## src/design/ttcs_pkg.sv

```systemverilog
// ----------------------------------------------------------------------------
// ttcs_pkg
// shared constants, controller states and controller/datapath signal groups
// ----------------------------------------------------------------------------
package ttcs_pkg;

	localparam int COLUMNS_DEF = 80;
	localparam int ROWS_DEF    = 25;

	localparam int ROW_W  = 5;
	localparam int COL_W  = 7;
	localparam int CHAR_W = 8;
	localparam int CELL_W = 16;

	localparam logic [CHAR_W-1:0] NEWLINE_CODE = 8'd10;
	localparam logic [CELL_W-1:0] BLANK_CELL   = 16'h0720;
	localparam logic [CELL_W-1:0] ZERO_CELL    = 16'h0000;
	localparam logic [CHAR_W-1:0] COLOR_RESET  = 8'h07;

	localparam logic OP_PUT  = 1'b0;
	localparam logic OP_READ = 1'b1;

	typedef enum logic [1:0] {
		ST_INIT,
		ST_IDLE,
		ST_READ,
		ST_CLEAR
	} ctrl_state_t;

	typedef struct packed {
		logic init_en;
		logic accept_put;
		logic accept_read;
		logic clear_en;
		logic ld_read;
		logic ld_scroll;
	} dp_cmd_t;

	typedef struct packed {
		logic init_last;
		logic clear_last;
		logic put_scrolls;
	} dp_sts_t;

endpackage

```

## src/design/ttcs_ctrl.sv

```systemverilog
// ----------------------------------------------------------------------------
// ttcs_ctrl
// sequencer: init sweep, request acceptance, read wait, row clear, output valid
// ----------------------------------------------------------------------------
module ttcs_ctrl (
	input  logic              clk,
	input  logic              arst_n,
	input  logic              cmd_valid,
	input  logic              cmd_op,
	output logic              cmd_ready,
	output logic              rsp_valid,
	input  logic              rsp_ready,
	input  ttcs_pkg::dp_sts_t sts,
	output ttcs_pkg::dp_cmd_t cmd
);

	ttcs_pkg::ctrl_state_t state_q;
	ttcs_pkg::ctrl_state_t state_nxt;
	logic                  out_valid_q;
	logic                  out_set;

	always_ff @(posedge clk or negedge arst_n) begin
		if (!arst_n) begin
			state_q     <= ttcs_pkg::ST_INIT;
			out_valid_q <= 1'b0;
		end else begin
			state_q <= state_nxt;
			if (out_set) begin
				out_valid_q <= 1'b1;
			end else if (rsp_ready) begin
				out_valid_q <= 1'b0;
			end
		end
	end

	always_comb begin
		state_nxt = state_q;
		cmd       = '0;
		cmd_ready = 1'b0;
		case (state_q)
			ttcs_pkg::ST_INIT: begin
				cmd.init_en = 1'b1;
				if (sts.init_last) begin
					state_nxt = ttcs_pkg::ST_IDLE;
				end
			end
			ttcs_pkg::ST_IDLE: begin
				cmd_ready = !out_valid_q || rsp_ready;
				if (cmd_valid && cmd_ready) begin
					if (cmd_op == ttcs_pkg::OP_READ) begin
						cmd.accept_read = 1'b1;
						state_nxt       = ttcs_pkg::ST_READ;
					end else begin
						cmd.accept_put = 1'b1;
						if (sts.put_scrolls) begin
							state_nxt = ttcs_pkg::ST_CLEAR;
						end
					end
				end
			end
			ttcs_pkg::ST_READ: begin
				cmd.ld_read = 1'b1;
				state_nxt   = ttcs_pkg::ST_IDLE;
			end
			ttcs_pkg::ST_CLEAR: begin
				cmd.clear_en = 1'b1;
				if (sts.clear_last) begin
					cmd.ld_scroll = 1'b1;
					state_nxt     = ttcs_pkg::ST_IDLE;
				end
			end
			default: begin
				state_nxt = ttcs_pkg::ST_INIT;
			end
		endcase
	end

	assign out_set   = cmd.ld_read || cmd.ld_scroll || (cmd.accept_put && !sts.put_scrolls);
	assign rsp_valid = out_valid_q;

endmodule

```

## config.mk

```make
export PLATFORM = sky130hd
export DESIGN_NAME = ttcs_ctrl
export DESIGN_NICKNAME = d
export VERILOG_FILES = /design/src/design/ttcs_pkg.sv /design/src/design/ttcs_ctrl.sv
export SDC_FILE = /design/constraint.sdc
export NUM_CORES = 1
export LEC_CHECK = 0
export BUFFER_PORTS_ARGS = -buffer_cell sky130_fd_sc_hd__buf_2
export CORE_AREA = 2 2 39 41
export CTS_CLUSTER_DIAMETER = 80
export CTS_CLUSTER_SIZE = 25
export DETAILED_ROUTE_END_ITERATION = 12
export DIE_AREA = 0 0 41 43
export RECOVER_POWER = 25
export SYNTH_ARGS = -nofsm -noshare
export SYNTH_HDL_FRONTEND = slang
export SYNTH_SLANG_ARGS = --single-unit
```

## constraint.sdc

```tcl
create_clock -name clk -period 1.2 [get_ports clk]
set_clock_uncertainty 0.2 [all_clocks]
set_input_delay 0 -clock clk [delete_from_list [all_inputs] [get_ports clk]]
set_output_delay 0 -clock clk [all_outputs]
set_load 0.02 [all_outputs]
```

== Word-level counts from Yosys, hierarchy flattened ==
Index checks and enable logic that the tools add are counted.

* Equality and inequality tests: 7
* Multiplexer cells: 18
* Reductions and logical operators: 10

{| class="wikitable"
|+ Operator list
! kind !! number
|-
| $mux W2 || 7
|-
| $mux W1 || 10
|-
| $pmux W2 S4 || 1
|-
| $ne A2 B2 Y1 const B || 3
|-
| $eq A2 B2 Y1 const B || 2
|-
| $reduce_and A4 Y1 || 1
|-
| $logic_or A1 B1 Y1 || 3
|-
| $ne A3 B3 Y1 const B || 1
|-
| $eq A2 B1 Y1 const B || 1
|-
| $logic_and A1 B1 Y1 || 2
|-
| $logic_not A1 Y1 || 2
|-
| $logic_not A2 Y1 || 1
|-
| $reduce_bool A2 Y1 || 1
|}

* Register bits after elaboration: 3
* Output and inout port bits: 8
* Word-level logic and storage cells: 37

== Logic depth before layout (Yosys ltp) ==
Gate-level depths: netlist of run 1.

* Depth in word-level cells: 8
* Gate-level depth with buffers: 3
* Mapped depth without buffers: 3

== Least setup slack after synthesis of run 1 ==
OpenSTA, ideal clock, no wires.

* Kind: register -> output
* Start point: register out_valid_q, in the netlist rsp_valid
* End point: output cmd[3] (netlist bit)
* Data arrival time: 1.203 ns
* Required time: 1.000 ns
* Path slack: -0.203 ns
* Stages on the path, launching flop included: 4
* Cell sequence: dfrtp_1 nand2b_1 nor3b_4 and3_1

{| class="wikitable"
|+ RTL lines
! element !! RTL line !! text
|-
| from (decl) || ttcs_ctrl.sv:19 || <nowiki>logic out_valid_q;</nowiki>
|-
| from (signal assigned) || ttcs_ctrl.sv:25 || <nowiki>out_valid_q <= 1'b0;</nowiki>
|-
| from (signal assigned) || ttcs_ctrl.sv:29 || <nowiki>out_valid_q <= 1'b1;</nowiki>
|-
| from (signal assigned) || ttcs_ctrl.sv:31 || <nowiki>out_valid_q <= 1'b0;</nowiki>
|-
| to (decl) || ttcs_ctrl.sv:14 || <nowiki>output ttcs_pkg::dp_cmd_t cmd</nowiki>
|}

==> impl_metrics.toml, run 1 <==
[status]
status = "finished, violations left"
violations = "negative hold slack, negative setup slack"

[setup_path]
rr_worst_depth = 3
path_cells = "nand2b_4 -> nor3b_4 -> and3_4 -> buf_6"
worstReg2RegStart = "state_q[1]$_DFFE_PN0P_"
critPathKind = "reg -> out"
ff2ff_setup_slack_ns = -0.13
crit_arrival_ns = 1.25
r2r-end = "rsp_valid$_DFFE_PN0P_"
crit_family = "simple AND/OR/NAND/NOR gates"
cp_data_required_time_ns = 1.00
crit_path_end_kind = "primary output"
slowest_stage = "dfrtp_2"
critPathLaunchType = "register"
path_buf_inv = 1
worst-path-max-fanout = 3
cpPeakStageDelay_ns = 0.41

[clock_tree]
clk_pin_slew_ns = 0.04
root_buffer = "clkbuf_4"
clock_latency_ns = 0.23
hold_buffers = 7
cts_made_buffers = 3
cts_tree = "built"
cts.path.max_buffers = 2
cts_sinks = 3
htree_levels = 1

[sta]
setup-violations-final = 9
fin_crit_ns = 1.446
fin_crit_sh = 1.205
whs_ns = -0.01640
fmaxAchievable_ghz = 0.6918
drv_slew = 0
rsz0062_at_grt = "true"
hold_violations = 1
worst_slack_ns = -0.2456
slew_headroom = 0.8519
tightest_slew_ns = 0.2199

[pwr]
sw_frac_of_total = 0.3881
power.internal_uw = 729.5
ir_worst_vdd_mv = 0.7737
p_sw_uw = 462.8
power_leakage_nw = 0.2562
total_power_mw = 1.192
power_density_nw_per_um2 = 2221
p_seq_frac = 0.172
clkPwrFrac = 0.147
p_comb_frac = 0.681

[die]
start_util = 0.1347
die_x_um = 41
die_h_um = 43
rows = 14
core_um2 = 1384
io_pins = 16
floorplan.die_area_um2 = 1763

[cells_and_area]
num-nets-final = 63
final_cells = 70
final_cell_mix = "buf_6 (9), buf_2 (8), dlygate4sd3_1 (7), buf_4 (6), clkbuf_4 (3)"
antenna_cells = 0
drive_above_1_share = 0.7222
layout_commonest_cell = "buf_6"
syn2layout_area_growth_pct = 187.9
nFillCells = 148

[synth]
synthCells = 20
ys_ff_latch = 3
synthesis.nets = 28
synth.cell_area_um2 = 186.4
yosysSeqAreaShare = 0.4027
yosys_warnings = 0
synthDistinctLibCells = 16
syn_area_per_cell_um2 = 9.321

[detailed_routing]
drt-total-wl_um = 663
firstDrtPassIters = 3
drt_iter0_drc = 4
via_per_inst = 4.071
wl_per_cell_um = 9.471
vias = 285
ant_nets = 0
drcViolationCount = 0

[hold_path]
worstHoldStart = "rsp_ready"
holdPathEnd = "rsp_valid$_DFFE_PN0P_"
hold_class = "in -> reg"
hold_depth = 4

[run]
cap_violations = 0

[place]
dp_cells = 57
gp_congestion = 0.6955
portBuffers = 15

[global_routing]
grt_usage = 0.09668
antenna_found_initial = 0
overflow = 0
grt_max_degree = 6
grt_first_pass_wirelength_mm = 1.090
grt_pass1_vias = 302
## synth_stat cells
cell	instances	area share
a31oi_1	1	0.034
and2b_2	1	0.047
and3_1	1	0.034
and3_2	1	0.040
dfrtp_1	3	0.40
inv_1	1	0.020
inv_2	1	0.020
nand2_1	1	0.020
nand2b_1	1	0.034
nand4b_1	1	0.047
nor2_1	2	0.040
nor3_1	1	0.027
nor3b_4	1	0.10
o21ai_0	2	0.054
o22ai_1	1	0.034
o311ai_1	1	0.047
## kinds of logic after synthesis
kind of cell	Yosys count	share of synthesized area
simple gates	10	0.3893
compound gates	5	0.1678
buf+inv	2	0.04023
flops	3	0.4027
## worst reg2reg max path: cells and delay by family, from the launching register on
family                 cells  cell delay [ns]
AO/OA/AOI/OAI              1             0.20
buffers and inverters      1             0.18
flip-flops                 1             0.43
AND/OR/NAND/NOR            1             0.22
## metal layers
metal	vias to the layer above	share of wire	GRT usage
met5	-	0	0
met4	0	0	0.08000
met3	0	0.033	0.04712
met2	7	0.60	0.1469
met1	137	0.36	0.09091
li1	141	-	-
## sequential cells by signal (all words and copies together), names as in the netlist
name and cells:
rsp_valid 1, state_q 2
## how the worst max path moves through the flow
stage,startpoint,end,slack (ns),cells past startpoint
finish,rsp_valid$_DFFE_PN0P_,cmd[3],-0.25,4
global route,rsp_valid$_DFFE_PN0P_,cmd[3],-0.33,4
CTS,rsp_valid$_DFFE_PN0P_,cmd[3],-0.27,4
detailed placement,rsp_valid$_DFFE_PN0P_,cmd[3],-0.07,4
global placement,rsp_valid$_DFFE_PN0P_,cmd[3],-0.07,4
floorplan,rsp_valid$_DFFE_PN0P_,cmd[3],-0.16,3
## final cells by class
| class | instances | area [um^2] | area share |
|---|---|---|---|
| repair buffers | 30 | 256.5 | 0.4779 |
| multi-input cells | 15 | 148.9 | 0.2774 |
| flip-flops and latches | 3 | 77.57 | 0.1445 |
| clock buffers | 4 | 26.28 | 0.04895 |
| well taps | 16 | 20.02 | 0.03730 |
| inverters | 2 | 7.507 | 0.01399 |
## timing repair
item	CTS	global route
endpoints found under the setup margin	10	10
resized for setup	27	0
setup buffers	3	0
pin swaps	3	3
hold endpoints to repair	6	1
gates cloned	0	0
## per-stage QoR
stage,util,area [um^2],hold WS [ns],TNS [ns],setup slack (ns)
after floorplan,-,192.7,-0.4956,-0.2871,-0.1582
after global placement,0.2405,332.8,-0.4044,-0.1397,-0.06633
after detailed placement,0.2405,332.8,-0.4046,-0.1060,-0.07091
after CTS,0.3960,548.0,-0.02643,-1.415,-0.2651
after global routing,0.3879,536.8,-0.008836,-1.650,-0.3285
final,0.3879,536.8,-0.01640,-1.065,-0.2456
## power groups by stage
stage | registers (mW) | logic [mW] | clock network (mW)
global route | 0.216 | 0.868 | 0.198
global placement | 0.194 | 0.539 | 0
detailed placement | 0.194 | 0.538 | 0
floorplan | 0.220 | 0.268 | 0
finish | 0.205 | 0.812 | 0.175
CTS | 0.207 | 0.833 | 0.186
No activity file was read; power rests on OpenSTA's default activity.
==> run 2, diff against run 1 <==
Settings changed: REMOVE_ABC_BUFFERS set to 1.
==> run 2 against run 1 <==
  * The run still ends with negative hold slack, negative setup slack left
  * Fmax shrank 1.3%
  * Clock power grew 7%
  * Cell area grew 7.5%
  * Non-clock buffer count grew 4
  * Flip-flop and latch count is the same
  * Largest cell class unchanged
==> impl_metrics.toml, run 2 (same netlist as run 1, synthesis figures left out) <==
[global_routing]
antenna_found_initial = 0
overflow = 0
grt_max_degree = 6
grt_pass1_vias = 328
grt_usage = 0.1104
grt_first_pass_wirelength_mm = 1.207

[sta]
fin_crit_sh = 1.221
hold_violations = 1
fin_crit_ns = 1.465
tightest_slew_ns = 0.2649
worst_slack_ns = -0.2651
final.setup.tns_ns = -1.210
fmaxAchievable_ghz = 0.6826
whs_ns = -0.06520
drv_slew = 0
slew_headroom = 0.8224
rsz0062_at_grt = "true"
setup-violations-final = 9

[detailed_routing]
ant_nets = 0
firstDrtPassIters = 3
wl_per_cell_um = 11.14
via_per_inst = 4.068
drt_iter0_drc = 3
drt-total-wl_um = 824
vias = 301
drcViolationCount = 0

[die]
start_util = 0.1347
die_h_um = 43
core_um2 = 1384
floorplan.die_area_um2 = 1763
rows = 14
io_pins = 16
die_x_um = 41

[place]
dp_hpwl_um = 454.9
gp_congestion = 0.7346
place_area_um2 = 326.6
portBuffers = 15

[setup_path]
worst-path-max-fanout = 3
cp_data_required_time_ns = 1.00
slowest_stage = "dfrtp_1"
cpPeakStageDelay_ns = 0.36
crit_family = "simple AND/OR/NAND/NOR gates"
crit_path_end_kind = "primary output"
critPathKind = "reg -> out"
path_buf_inv = 1
crit_arrival_ns = 1.27
critPathLaunchType = "register"
path_cells = "nand2b_1 -> nor3b_4 -> and3_1 -> buf_6"

[clock_tree]
clk_pin_slew_ns = 0.04
hold_buffers = 7
root_buffer = "clkbuf_4"
clock_latency_ns = 0.24
htree_levels = 1
cts.path.max_buffers = 2
cts_tree = "built"
cts_sinks = 3
cts_made_buffers = 3

[pwr]
sw_frac_of_total = 0.3823
clkPwrFrac = 0.140
ir_worst_vdd_mv = 0.7863
p_seq_frac = 0.146
power.internal_uw = 822.6
power_density_nw_per_um2 = 2309
total_power_mw = 1.332
power_leakage_nw = 0.2800
p_sw_uw = 509.0
p_comb_frac = 0.714

[cells_and_area]
design_area_um2 = 576.8
drive_above_1_share = 0.7069
num-nets-final = 67
largest_reg_flops = 2
post-route-util = 0.4168
final_cell_mix = "buf_6 (12), buf_2 (8), dlygate4sd3_1 (7), buf_4 (7), clkbuf_4 (3)"
nFillCells = 136
multiInputGateArea_um2 = 148.9
antenna_cells = 0
syn2layout_area_growth_pct = 209.4
max_flop_register = "state_q"
layout_commonest_cell = "buf_6"
regArea_um2 = 76.32

[hold_path]
hold_class = "in -> reg"

[status]
status = "finished, violations left"
violations = "negative hold slack, negative setup slack"

[run]
cap_violations = 0
==> run 2: changes by cell type in the layout (fill, tap and decap cells not counted), sizes merged <==
cell,previous run,this run
buf,23,27
==> run 2: routing by layer <==
metal | wire, um | vias up | part of all wire | GRT usage
met5 | 0 | - | 0 | 0
met4 | 38 | 0 | 0.046 | 0.1200
met3 | 37 | 6 | 0.045 | 0.03141
met2 | 476 | 14 | 0.58 | 0.1813
met1 | 272 | 132 | 0.33 | 0.09003
li1 | - | 149 | - | -
==> run 2: worst paths after layout <==
path	from	endpoint	slack [ns]	cells past startpoint
max	rsp_valid$_DFFE_PN0P_	cmd[3]	-0.27	4
min	rsp_ready	rsp_valid$_DFFE_PN0P_	-0.07	3
max in group asynchronous	arst_n	state_q[1]$_DFFE_PN0P_	0.21	3
min in group asynchronous	arst_n	state_q[1]$_DFFE_PN0P_	0.43	3
min reg2reg	rsp_valid$_DFFE_PN0P_	rsp_valid$_DFFE_PN0P_	0.35	2
max reg2reg	state_q[1]$_DFFE_PN0P_	rsp_valid$_DFFE_PN0P_	-0.12	3
==> run 2: worst min-delay path, delay by kind of cell <==
kind / cells / cell delay (ns)
and+or+nand+nor: 1 / 0.14
AOI/OAI and AO/OA: 1 / 0.10
buffers and inverters: 1 / 0.07
==> run 2: power groups by stage <==
stage	clock, mW	sequential, mW	combinational [mW]
global placement	0	0.190	0.538
finish	0.187	0.195	0.950
floorplan	0	0.216	0.261
global route	0.211	0.198	1.01
detailed placement	0	0.190	0.540
CTS	0.182	0.191	0.931
==> run 2: stage by stage <==
step	setup WS [ns]	cells
global route	-0.3120	74
floorplan	-0.2030	20
global placement	-0.02700	57
CTS	-0.2524	75
detailed placement	-0.01526	57
finish	-0.2651	74
==> run 2: cell type report <==
| cell class | instances | share of cell area |
|---|---|---|
| clock buffers | 4 | 0.04555 |
| multi-input cells | 15 | 0.2581 |
| flip-flops and latches | 3 | 0.1323 |
| well taps | 16 | 0.03471 |
| inverters | 2 | 0.01302 |
| repair buffers | 34 | 0.5163 |
==> run 2: timing repair <==
item / CTS / global route
pin swaps: 4 / 3
buffers inserted: 7 / 1
endpoints found under the hold margin: 6 / 1
gates resized for setup: 28 / 4
endpoints found under the setup margin: 9 / 10
==> run 3, diff against run 2 <==
Clock period 1.2 ns to 1.6 ns, I/O delays scaled along.
==> run 3 against run 2 <==
  * The flow now finishes without violations
  * Via count decreased by 17%
  * Sequential share of layout area is 6.4 points higher
  * Utilization down 14 points
  * Sequential power decreased by 19%
  * Count of clock-buffer cells in the layout did not move
  * Worst hold slack improved by 0.40 ns
==> impl_metrics.toml, run 3 (same netlist as run 1, synthesis figures left out) <==
[cells_and_area]
design_area_um2 = 387.9
largest_reg_flops = 2
num-nets-final = 56
drive_above_1_share = 0.4681
final_cell_mix = "buf_2 (14), dlygate4sd3_1 (8), clkbuf_4 (3)"
syn2layout_area_growth_pct = 108.1
nFillCells = 163
max_flop_register = "state_q"
layout_commonest_cell = "buf_2"
antenna_cells = 0

[sta]
setup-violations-final = 0
worst_slack_ns = 0.05513
final.setup.tns_ns = 0
hold_violations = 0
slew_headroom = 0.8246
drv_slew = 0
fmaxAchievable_ghz = 0.6473
tightest_slew_ns = 0.2631
fin_crit_sh = 0.9655
rsz0062_at_grt = "false"
fin_crit_ns = 1.545

[place]
pre_cts_ws_ns = 0.3306
portBuffers = 15
place_area_um2 = 281.5
gp_congestion = 0.7021

[clock_tree]
cts.path.max_buffers = 2
cts_tree = "built"
clock_latency_ns = 0.23
cts_setup_buffers = 0
cts_made_buffers = 3
cts_sinks = 3
htree_levels = 1
clk_pin_slew_ns = 0.04
root_buffer = "clkbuf_4"

[die]
die_h_um = 43
start_util = 0.1347
core_um2 = 1384
io_pins = 16
rows = 14
floorplan.die_area_um2 = 1763
die_x_um = 41

[setup_path]
critPathKind = "in -> out"
slowest_stage = "dlygate4sd3_1"
worst-path-max-fanout = 3
cp_data_required_time_ns = 1.40
crit_top_cell = "buf_2"
critPathLaunchType = "input port"
path_cells = "dlygate4sd3_1 -> buf_2 -> nand2b_1 -> nor3b_4 -> and3_1 -> buf_2"
crit_path_end_kind = "primary output"
crit_arrival_ns = 1.34
cpPeakStageDelay_ns = 0.53

[pwr]
clkPwrFrac = 0.217
ir_worst_vdd_mv = 0.3424
sw_frac_of_total = 0.4416
p_seq_frac = 0.264
power_leakage_nw = 0.2026
p_comb_frac = 0.520
p_sw_uw = 264.9
power_density_nw_per_um2 = 1547
power.internal_uw = 335.0

[global_routing]
antenna_found_initial = 0
grt_pass1_vias = 238
grt_max_degree = 9
grt_usage = 0.07530
grt_first_pass_wirelength_um = 869
overflow = 0

[detailed_routing]
drt_iter0_drc = 3
drt-total-wl_um = 560
vias = 249
wl_per_cell_um = 8.889
ant_nets = 0
wl_met2_um = 301
wl_met1_um = 220
top_layer = "met3"
via_per_inst = 3.952
met3_length_um = 38
drcViolationCount = 0
firstDrtPassIters = 3

[status]
status = "finished clean"

[run]
cap_violations = 0

[hold_path]
hold_class = "in -> reg"
[run 3: worst max-delay path: cells and delay by family]
family        cells  cell delay (ns)
buf+inv           3             0.80
simple gates      3             0.55
[run 3: through the flow]
stage          std cells    util  total power, mW  hold slack (ns)
6_report              63  0.2803           0.6000           0.3373
5_1_grt               63  0.2803           0.6459           0.3694
4_1_cts               63  0.2803           0.6102           0.3329
3_5_place_dp          51  0.2034           0.4567          -0.4029
3_3_place_gp          51  0.2034           0.4580          -0.4005
2_1_floorplan         20       -           0.3584          -0.4956
[run 3: final timing paths]
check	start	endpoint	slack, ns	cells past startpoint
min reg2reg	rsp_valid$_DFFE_PN0P_	rsp_valid$_DFFE_PN0P_	0.37	2
max in group asynchronous	arst_n	state_q[0]$_DFFE_PN0P_	0.61	3
min in group asynchronous	arst_n	rsp_valid$_DFFE_PN0P_	0.43	3
min	sts[0]	rsp_valid$_DFFE_PN0P_	0.34	3
max reg2reg	state_q[1]$_DFFE_PN0P_	rsp_valid$_DFFE_PN0P_	0.33	2
max	rsp_ready	cmd[3]	0.06	6
[run 3: repair_timing]
item	4_1_cts	5_1_grt
hold endpoints to repair	6	0
hold buffers	8	0
setup endpoints to repair	0	1
gates resized for setup	0	1
[run 3: layer usage]
| layer | vias to the layer above | global-route usage |
|---|---|---|
| li1 | 128 | - |
| met1 | 112 | 0.07717 |
| met2 | 9 | 0.1125 |
| met3 | 0 | 0.03141 |
| met4 | 0 | 0.06000 |
| met5 | - | 0 |
[run 3: final cells by class]
class / instances / area [um^2] / share of cell area
Timing Repair Buffer: 23 / 153.9 / 0.3968
Multi-Input combinational cell: 15 / 103.9 / 0.2677
Sequential cell: 3 / 76.32 / 0.1968
Clock buffer: 4 / 26.28 / 0.06774
Tap cell: 16 / 20.02 / 0.05161
Inverter: 2 / 7.507 / 0.01935
[run 3: power groups by stage]
stage | logic (mW) | registers [mW] | clock network, mW
final | 0.312 | 0.158 | 0.130
after global routing | 0.337 | 0.166 | 0.143
after CTS | 0.317 | 0.157 | 0.136
after detailed placement | 0.300 | 0.157 | 0
after global placement | 0.302 | 0.155 | 0
after floorplan | 0.196 | 0.162 | 0
